[src/sv/pfa_pkg.sv]
package pfa_pkg;
  localparam int SLOT_PAGES = 64;
  localparam int PAGE_W = 6;
  localparam int COUNT_W = 7;

  localparam logic [1:0] OP_CREATE    = 2'd0;
  localparam logic [1:0] OP_RESIZE    = 2'd1;
  localparam logic [1:0] OP_TRANSLATE = 2'd2;
  localparam logic [1:0] OP_DELETE    = 2'd3;

  localparam logic [2:0] ST_OK      = 3'd0;
  localparam logic [2:0] ST_SHORT   = 3'd1;
  localparam logic [2:0] ST_NO_PID  = 3'd2;
  localparam logic [2:0] ST_UNMAP   = 3'd3;
  localparam logic [2:0] ST_NO_SLOT = 3'd4;

  localparam logic [0:0] REG_PAGE_BYTES = 1'd0;
  localparam logic [0:0] REG_FRAMES     = 1'd1;

  typedef struct packed {
    logic       start;
    logic [31:0] dividend;
    logic [16:0] divisor;
  } div_req_t;

  typedef struct packed {
    logic        done;
    logic [32:0] quot;
  } div_rsp_t;
endpackage

[src/sv/pfa_div.sv]
module pfa_div (
  input  logic              clk,
  input  logic              rst_n,
  input  pfa_pkg::div_req_t req,
  output pfa_pkg::div_rsp_t rsp
);
  import pfa_pkg::*;

  logic [32:0] num_r, num_nxt;
  logic [16:0] den_r, den_nxt;
  logic [17:0] rem_r, rem_nxt;
  logic [5:0]  cnt_r, cnt_nxt;
  logic        busy_r, busy_nxt;
  logic        done_r, done_nxt;
  logic [17:0] trial;

  // restoring division of (bytes + div - 1) by div, one quotient bit a cycle
  always_comb begin
    num_nxt  = num_r;
    den_nxt  = den_r;
    rem_nxt  = rem_r;
    cnt_nxt  = cnt_r;
    busy_nxt = busy_r;
    done_nxt = 1'b0;
    trial    = {rem_r[16:0], num_r[32]};
    if (req.start) begin
      den_nxt  = (req.divisor == 17'd0) ? 17'd1 : req.divisor;
      num_nxt  = {1'b0, req.dividend} + {16'd0, den_nxt} - 33'd1;
      rem_nxt  = '0;
      cnt_nxt  = 6'd33;
      busy_nxt = 1'b1;
    end else if (busy_r) begin
      if (trial >= {1'b0, den_r}) begin
        rem_nxt = trial - {1'b0, den_r};
        num_nxt = {num_r[31:0], 1'b1};
      end else begin
        rem_nxt = trial;
        num_nxt = {num_r[31:0], 1'b0};
      end
      cnt_nxt = cnt_r - 6'd1;
      if (cnt_r == 6'd1) begin
        busy_nxt = 1'b0;
        done_nxt = 1'b1;
      end
    end
  end

  always_ff @(posedge clk) begin
    num_r <= num_nxt;
    den_r <= den_nxt;
    rem_r <= rem_nxt;
    cnt_r <= cnt_nxt;
    if (!rst_n) begin
      busy_r <= 1'b0;
      done_r <= 1'b0;
    end else begin
      busy_r <= busy_nxt;
      done_r <= done_nxt;
    end
  end

  assign rsp.done = done_r;
  assign rsp.quot = num_r;
endmodule

[config.mk]
export PLATFORM = sky130hd
export DESIGN_NAME = pfa_div
export DESIGN_NICKNAME = d
export VERILOG_FILES = /design/src/sv/pfa_pkg.sv /design/src/sv/pfa_div.sv
export SDC_FILE = /design/constraint.sdc
export NUM_CORES = 1
export LEC_CHECK = 0
export BUFFER_PORTS_ARGS = -buffer_cell sky130_fd_sc_hd__buf_2
export CAP_MARGIN = 5
export CORE_MARGIN = 5
export CORE_UTILIZATION = 25
export CTS_BUF_LIST = sky130_fd_sc_hd__clkbuf_16
export CTS_CLUSTER_DIAMETER = 150
export DETAILED_ROUTE_END_ITERATION = 10
export MAX_ROUTING_LAYER = met4
export PLACE_DENSITY = 0.51
export SLEW_MARGIN = 10
export SYNTH_ARGS = -nofsm -noshare
export SYNTH_HDL_FRONTEND = slang
export SYNTH_SLANG_ARGS = --single-unit
[constraint.sdc]
create_clock -name clk -period 5.5 [get_ports clk]
set_input_delay 0.55 -clock clk [delete_from_list [all_inputs] [get_ports clk]]
set_output_delay 0.55 -clock clk [all_outputs]
set_load 0.02 [all_outputs]
# [Word level (Yosys, flattened, before mapping)]
# Cells that the tools add are included.
[totals] in_bits=52 output_inout_bits=34 ff_bits=75
[op_classes] mux=9 n_eq_ne=1 bitwise_logic=2 n_addsub=4 magnitude_cmp=1 n_reduce_logical=3
[op_table] operator="two-way mux 33 bit" n=2
[op_table] operator="two-way mux 17 bit" n=2
[op_table] operator="adder 32 x 17 -> 33 bit" n=1
[op_table] operator="subtractor 33 x 1 -> 33 bit (second input constant)" n=1
[op_table] operator="greater-or-equal comparator 18 x 17 -> 1 bit" n=1
[op_table] operator="logical NOT 17 bit" n=1
[op_table] operator="subtractor 17 bit" n=1
[op_table] operator="== test 6 x 1 -> 1 bit (second input constant)" n=1
[op_table] operator="subtractor 6 x 1 -> 6 bit (second input constant)" n=1
[op_table] operator="two-way mux 1 bit" n=5
[op_table] operator="OR reduction 3 bit" n=1
[op_table] operator="inverter 1 bit" n=2
[op_table] operator="nonzero test 2 bit" n=1

# [Logic depth before layout (Yosys ltp)]
# Gate-level depths: netlist of the first run.
[logic_depth] depth_word=5 depth_mapped=16

# [Worst setup path before layout of the first run]
# OpenSTA, ideal clock, no wires.
[synth_path] path_kind="in2reg" startpoint="input req[9] (netlist name)" endpoint="register num_r[25], data pin" stages=16 arrival_ns=3.290 path_buffers=0 setup_slack_ns=1.950 path_cell_list="inv_1 -> nand4_1 -> nor3_1 -> a31oi_1 -> ha_1 -> inv_1 -> ha_1 -> fa_1 -> a211oi_1 -> nor2_1 -> o2111a_1 -> or2_1 -> a31oi_1 -> o21bai_1 -> xor2_1 -> mux2_2"
[synth_between] elab_chain_cells=5
[synth_lines] element="start, declared" line="pfa_div.sv:4" source="input pfa_pkg::div_req_t req,"
[synth_lines] element="logical NOT 17 bit" line="pfa_div.sv:27" source="den_nxt = (req.divisor == 17'd0) ? 17'd1 : req.divisor;"
[synth_lines] element="two-way mux 17 bit (*)" line="pfa_div.sv:27"
[synth_lines] element="adder 32 x 17 -> 33 bit (*)" line="pfa_div.sv:28" source="num_nxt = {1'b0, req.dividend} + {16'd0, den_nxt} - 33'd1;"
[synth_lines] element="subtractor 33 x 1 -> 33 bit (*)" line="pfa_div.sv:28"
[synth_lines] element="two-way mux 33 bit (*)" line="pfa_div.sv:26" source="if (req.start) begin"
[synth_lines] element="via num_nxt[25]" line="pfa_div.sv:9" source="logic [32:0] num_r, num_nxt;"
[synth_lines] element="end signal, assigned" line="pfa_div.sv:49" source="num_r <= num_nxt;"
[synth_lines] element="end, declared" line="pfa_div.sv:9"
# Mark *: on every way through the listed nets, which the timed path passes. The rest lies on a longest branch.
# A chain may end at the register's enable or synchronous reset.

# [Worst setup path after layout of the first run]
[layout_path] startpoint="input req[10] (netlist name)" endpoint="register num_r[28], data pin"
# Same word-level chain as after synthesis.

==> reports/metrics.yaml, run 1 <==
cp-startpoint: "req[10]"
globalRouteOverflowTotal: 0
die_h_um: 166.9
worst_hold_path_type: "input pin to flop"
power-per-cell-area_nw_per_um2: 283.9
antenna_found_initial: 0
synthFlopType: "edfxtp_1"
setup_viol: 0
viasPerCell: 4.604
required_ps: 5590
synth_edf_count: 50
yosysWarnings: 0
rsz0062_at_grt: "no"
drc: 0
gp_congestion: 0.8328
fillers: 2665
cts_setup_buffers: 0
r2r_start: "num_r[32]$_DFFE_PP_"
clkTransAtPathRegs_ps: 60
grt_start_max_net_pins: 50
cp_max_fo: 5
final-hold-violation-count: 0
nets: 896
portBuffers: 85
numCtsBuffers: 9
vias: 5083
syn_inst: 715
clk_latency_ps: 340
finClkSkew_ps: 10.96
final.setup.tns_ps: 0
core_area_sq_um: 24250
post_cts_resized: 0
wl_per_cell_um: 15.06
drtAntennaViolNets: 0
startpoint_type: "input pin"
synthTopCellsByArea: "edfxtp_1 24%, ha_1 14%, dfxtp_1 8.1%"
hold_slack_ps: 394.9
async_flop_share_pct: 0
fp-row-count: 57
num_antenna_cells: 0
grt_pass1_vias: 5204
fmax_mhz: 269.9
firstDrtPassIters: 4
ys_types: 64
synth_top_area_share_pct: 24.40
pre_cts_ws_ps: 1396
ys_ff_latch: 75
critPathKind: "input pin to flop"
slew_headroom_pct: 22.30
status: "finished, final reports clean"
final_cell_mix: "126 x inv_1, 85 x buf_2, 67 x ha_1"
arrival_ps: 3790
grtUsageTotal_pct: 12.18
dieWidth_um: 166.9
place_hpwl_um: 13030
cts_hold_buf: 0
critPathCaptureType: "flop"
drt_iter0_markers: 273
final_common_cell: "inv_1"
reg2reg_depth: 11
syn_area_sq_um: 6153
seq_area_frac_synth_pct: 32.53
finalWirelength_um: 16620
grt_pass1_wl_um: 26570
ir_drop_mv: 0.1415
fin_ws_ps: 1794
dieArea_sq_um: 27850
endpoint: "num_r[28]$_DFFE_PP_"
fin_crit_ps: 3706
synth_nets: 836
maxSlewViolCount: 0
cts.sinks: 75
synth_area_per_cell_sq_um: 8.606
io_pins: 86
maxCapViolations: 0
start_util_pct: 25.38
cts_tree: "done"
r2r-end: "rem_r[7]$_SDFFE_PP0P_"
fin_crit_sh_pct: 67.37
r2r_slack_ps: 2110
worstMarginPinSlew_ps: 1166
syn_to_final_growth_pct: 15.80
yosys.area.top_type: "edfxtp_1"
leakagePower_nw: 3.289
htreeDepth: 3
cts.root.buffer_cell: "clkbuf_16"
drive_gt1_share_pct: 17.69
clk_path_buf_depth: 2
critical path, cell delays in order:
cell and delay [ps]:
buf_2 110, or4_1 540, nor2_1 180, a31oi_1 130
ha_1 210, inv_1 50, ha_1 190, a211oi_1 90
nor2_1 220, o31ai_2 140, o211ai_2 350, a21oi_1 160
a311oi_1 460, xor2_1 110, mux2_2 290
layer usage:
metal / GRT usage, % / vias up / wire length (um)
met3: 1.991 / 19 / 574
met2: 22.21 / 79 / 8542
met4: 3.593 / 0 / 306
met5: - / - / 0
li1: - / 2604 / -
met1: 13.68 / 2381 / 7201
Yosys cell counts, types with 3 or more instances:
| library cell | number |
|---|---|
| or3_1 | 3 |
| o21bai_1 | 6 |
| o31ai_1 | 7 |
| nor3_1 | 18 |
| nand2b_1 | 4 |
| nor4_1 | 3 |
| and3_1 | 8 |
| ha_1 | 67 |
| buf_2 | 4 |
| a21o_1 | 18 |
| mux2_2 | 22 |
| or2_2 | 5 |
| o31a_1 | 3 |
| mux2i_1 | 10 |
| nand2_1 | 39 |
| a211oi_1 | 17 |
| o211ai_1 | 3 |
| dfxtp_1 | 25 |
| edfxtp_1 | 50 |
| inv_1 | 125 |
| xnor2_1 | 22 |
| o21ai_0 | 22 |
| o21a_1 | 13 |
| nor2b_1 | 4 |
| a21oi_1 | 40 |
| nand3_1 | 12 |
| nand4_1 | 7 |
| xor2_1 | 14 |
| clkbuf_1 | 31 |
| nor2_1 | 53 |
| and2_1 | 4 |
| nor3b_1 | 6 |
| a31oi_1 | 10 |
where the power goes:
group	switching, mW	internal [mW]	leakage, nW
clock	0.248	0.332	0.145
sequential	0.0445	0.696	0.704
combinational	0.413	0.290	2.44
total	0.705	1.32	3.29
logic make-up (layout without fill, tap and decap cells):
kind of cell | Yosys count | count (layout) | synth area share (%)
adder cells (fa/ha/maj) | 69 | 69 | 14.27
buffers and inverters | 164 | 229 | 10.39
multiplexers | 32 | 32 | 5.653
AND/OR/NAND/NOR | 169 | 169 | 13.01
AO/OA/AOI/OAI | 170 | 170 | 19.01
flip-flops | 75 | 75 | 32.53
XOR/XNOR | 36 | 36 | 5.124
layout make-up:
type | instances | area (sq um) | area share [%]
Multi-Input combinational cell | 476 | 3512 | 49.29
Clock buffer | 10 | 250.2 | 3.512
Timing Repair Buffer | 88 | 447.9 | 6.286
Sequential cell | 75 | 2002 | 28.09
Clock inverter | 6 | 38.79 | 0.5443
Tap cell | 324 | 405.4 | 5.689
Inverter | 125 | 469.2 | 6.585
how the worst min path moves through the flow:
stage / cells after the start / startpoint / slack [ps] / endpoint
after floorplan: 2 / rem_r[15]$_SDFFE_PP0P_ / 450 / rem_r[15]$_SDFFE_PP0P_
after global placement: 2 / rem_r[15]$_SDFFE_PP0P_ / 470 / rem_r[15]$_SDFFE_PP0P_
after detailed placement: 2 / rem_r[15]$_SDFFE_PP0P_ / 470 / rem_r[15]$_SDFFE_PP0P_
after CTS: 1 / req[8] / 380 / den_r[8]$_DFFE_PP_
after global routing: 1 / req[8] / 380 / den_r[8]$_DFFE_PP_
final: 1 / req[8] / 390 / den_r[8]$_DFFE_PP_
registers in the layout, indices dropped and copies added (netlist names):
register and count:
busy_r 1, cnt_r 6, den_r 17, done_r 1, num_r 33, rem_r 17
per-stage QoR:
| stage | cell area (sq um) | power, mW | util (%) | instances |
|---|---|---|---|---|
| floorplan | 6153 | 1.258 | - | 715 |
| global placement | 6837 | 1.460 | 28.19 | 1088 |
| detailed placement | 6837 | 1.456 | 28.19 | 1088 |
| CTS | 7126 | 2.052 | 29.39 | 1104 |
| global route | 7126 | 2.155 | 29.39 | 1104 |
| finish | 7126 | 2.023 | 29.39 | 1104 |
No activity file was read; power rests on OpenSTA's default activity.
==> run 2: changes to the inputs <==
--- a/config.mk
+++ b/config.mk
@@ -5,6 +5,7 @@
 export SDC_FILE = /design/constraint.sdc
 export NUM_CORES = 1
 export LEC_CHECK = 0
+export ABC_AREA = 1
 export BUFFER_PORTS_ARGS = -buffer_cell sky130_fd_sc_hd__buf_2
 export CAP_MARGIN = 5
 export CORE_MARGIN = 5
@@ -13,7 +14,7 @@
 export CTS_CLUSTER_DIAMETER = 150
 export DETAILED_ROUTE_END_ITERATION = 10
 export MAX_ROUTING_LAYER = met4
-export PLACE_DENSITY = 0.51
+export PLACE_DENSITY = 0.52
 export SLEW_MARGIN = 10
 export SYNTH_ARGS = -nofsm -noshare
 export SYNTH_HDL_FRONTEND = slang
==> constraint.sdc (replaced) <==
create_clock -name clk -period 3.4 [get_ports clk]
set_input_delay 0.34 -clock clk [delete_from_list [all_inputs] [get_ports clk]]
set_output_delay 0.34 -clock clk [all_outputs]
set_load 0.02 [all_outputs]
==> reports/metrics.yaml, run 2 <==
netSwitchingFraction_pct: 36.63
top_usage_layer: "met2"
startpoint_type: "input pin"
clk_path_buf_depth: 2
cp_max_fo: 5
comb_power_share_pct: 32.8
ys_types: 35
fin_crit_ps: 2845
status: "finished, final reports clean"
pwr-share-seq_pct: 36.0
maxSlewViolCount: 0
clkTransAtPathRegs_ps: 60
r2r_slack_ps: 1020
arrival_ps: 2940
synth_nets: 1294
ys_ff_latch: 75
final_cell_mix: "427 x nand2_1, 282 x inv_1, 85 x buf_2"
post_cts_resized: 0
yosysMostFrequentCell: "nand2_1"
synth_area_per_cell_sq_um: 6.206
htreeDepth: 3
portBuffers: 85
final-hold-violation-count: 0
final_common_cell: "nand2_1"
grt_pass1_wl_um: 34640
drive_gt1_share_pct: 10.49
fmax_mhz: 351.5
drt_iter0_markers: 502
grtUsageTotal_pct: 13.49
antenna_found_initial: 2
gp_congestion: 0.8847
async_flop_share_pct: 0
drc: 0
fp-row-count: 62
switchingPower_mw: 1.166
yosysWarnings: 0
worst_hold_startpoint: "req[8]"
syn_to_final_growth_pct: 15.11
syn_area_sq_um: 7279
worstMarginPinSlew_ps: 949.3
dieArea_sq_um: 32630
place_inst: 1617
synthFlopType: "edfxtp_1"
rsz0062_at_grt: "no"
slew_headroom_pct: 36.65
place_hpwl_um: 17600
maxCapViolations: 0
numCtsBuffers: 9
synth_top_area_share_pct: 22.02
cts.sinks: 75
synthTopCellsByCount: "427 x nand2_1, 282 x inv_1, 79 x nand3_1"
cp-startpoint: "req[2]"
reg_top3: "num_r: 33 flops, den_r: 17 flops, rem_r: 17 flops"
seq_area_frac_synth_pct: 27.50
firstDrtPassIters: 7
finalWirelength_um: 21200
cts_setup_buffers: 0
r2r-end: "num_r[0]$_DFFE_PP_"
largest_reg_flops: 33
power-per-cell-area_nw_per_um2: 380.0
dieWidth_um: 180.6
viasPerCell: 4.160
setup_viol: 0
intPower_mw: 2.018
globalRouteOverflowTotal: 0
worst_hold_path_type: "input pin to flop"
stdcell_count: 1635
core_area_sq_um: 28700
r2r_start: "num_r[32]$_DFFE_PP_"
grt_start_max_net_pins: 45
cts_hold_buf: 0
fin_crit_sh_pct: 83.67
clock_power_share_pct: 31.2
wl_per_cell_um: 12.97
reg2reg_depth: 10
grt.met2_usage_pct: 23.76
io_pins: 86
grt_pass1_vias: 6647
grtUsageMet3_pct: 2.160
syn_inst: 1173
globalRouteMet1Util_pct: 16.59
final.setup.tns_ps: 0
start_util_pct: 25.36
die_h_um: 180.6
critPathCaptureType: "flop"
holdPathEnd: "den_r[8]$_DFFE_PP_"
vias: 6801
whs_path_depth: 1
synthTopCellsByArea: "nand2_1 22%, edfxtp_1 21%, inv_1 15%"
leakagePower_nw: 4.856
required_ps: 3490
clk_latency_ps: 350
cts.root.buffer_cell: "clkbuf_16"
finClkSkew_ps: 14.85
nets: 1365
drtAntennaViolNets: 0
synth_edf_count: 50
ir_drop_mv: 0.2764
top_register: "num_r"
cts_tree: "done"
critPathKind: "input pin to flop"
yosys.area.top_type: "nand2_1"
## run 2: through the flow
stage	hold slack, ps	util (%)	setup slack (ps)	cell area [sq um]	total power, mW
after floorplan	426.1	-	876.1	7279	1.883
after global placement	442.0	28.13	404.4	8074	2.226
after detailed placement	453.8	28.13	232.6	8074	2.229
after CTS	199.2	29.18	592.4	8374	3.234
after global routing	192.6	29.19	219.8	8379	3.415
final	210.0	29.19	555.1	8379	3.184
## run 2: critical path: stages
cell and delay [ps]:
buf_2 110, nor3_1 350, nand3_1 120, nor4_1 230, a21oi_1 150, ha_1 200, inv_1 50, ha_1 220
fa_1 300, nand3_1 110, nand3_1 160, nand3_1 90, nand3_1 150, nand3_1 120, nand2_1 70, nand2_1 50
nand3_1 70, nand2_1 60
## run 2: worst max-delay path by stage
stage,end,slack [ps],cells past startpoint
after floorplan,num_r[15]$_DFFE_PP_,880,17
after global placement,num_r[23]$_DFFE_PP_,400,20
after detailed placement,num_r[23]$_DFFE_PP_,230,20
after CTS,num_r[17]$_DFFE_PP_,590,18
after global routing,num_r[17]$_DFFE_PP_,220,18
final,num_r[17]$_DFFE_PP_,560,18
## run 2: area by class of cell
type | instances | area [sq um]
inverter | 282 | 1059
multi-input combinational | 786 | 4070
clock buffer | 9 | 225.2
timing repair buffer | 90 | 462.9
sequential | 75 | 2002
tap | 384 | 480.5
fill | 3306 | 20320
clock inverter | 7 | 75.07
antenna | 2 | 5.005
## run 2: kinds of logic after synthesis
kind of cell,count (synthesis),synth area share [%]
simple gates,642,37.62
xor+xnor,18,2.166
compound gates,57,4.056
buf+inv,312,16.59
fa+ha+maj,69,12.07
flops,75,27.50
## run 2: per-layer routing
layer  vias to the layer above  part of all wire [%]  routed length [um]
li1                       3700                     -                   -
met1                      2971                    47                9867
met2                       114                    49               10390
met3                        16                   3.5                 735
met4                         0                   1.0                 214
met5                         -                     0                   0
## run 2: power groups by stage
stage / sequential [mW] / clock (mW) / combinational [mW]
after detailed placement: 1.17 / 0 / 1.06
final: 1.15 / 0.995 / 1.04
after CTS: 1.15 / 1.02 / 1.07
after global routing: 1.16 / 1.06 / 1.20
after global placement: 1.17 / 0 / 1.06
after floorplan: 1.24 / 0 / 0.646
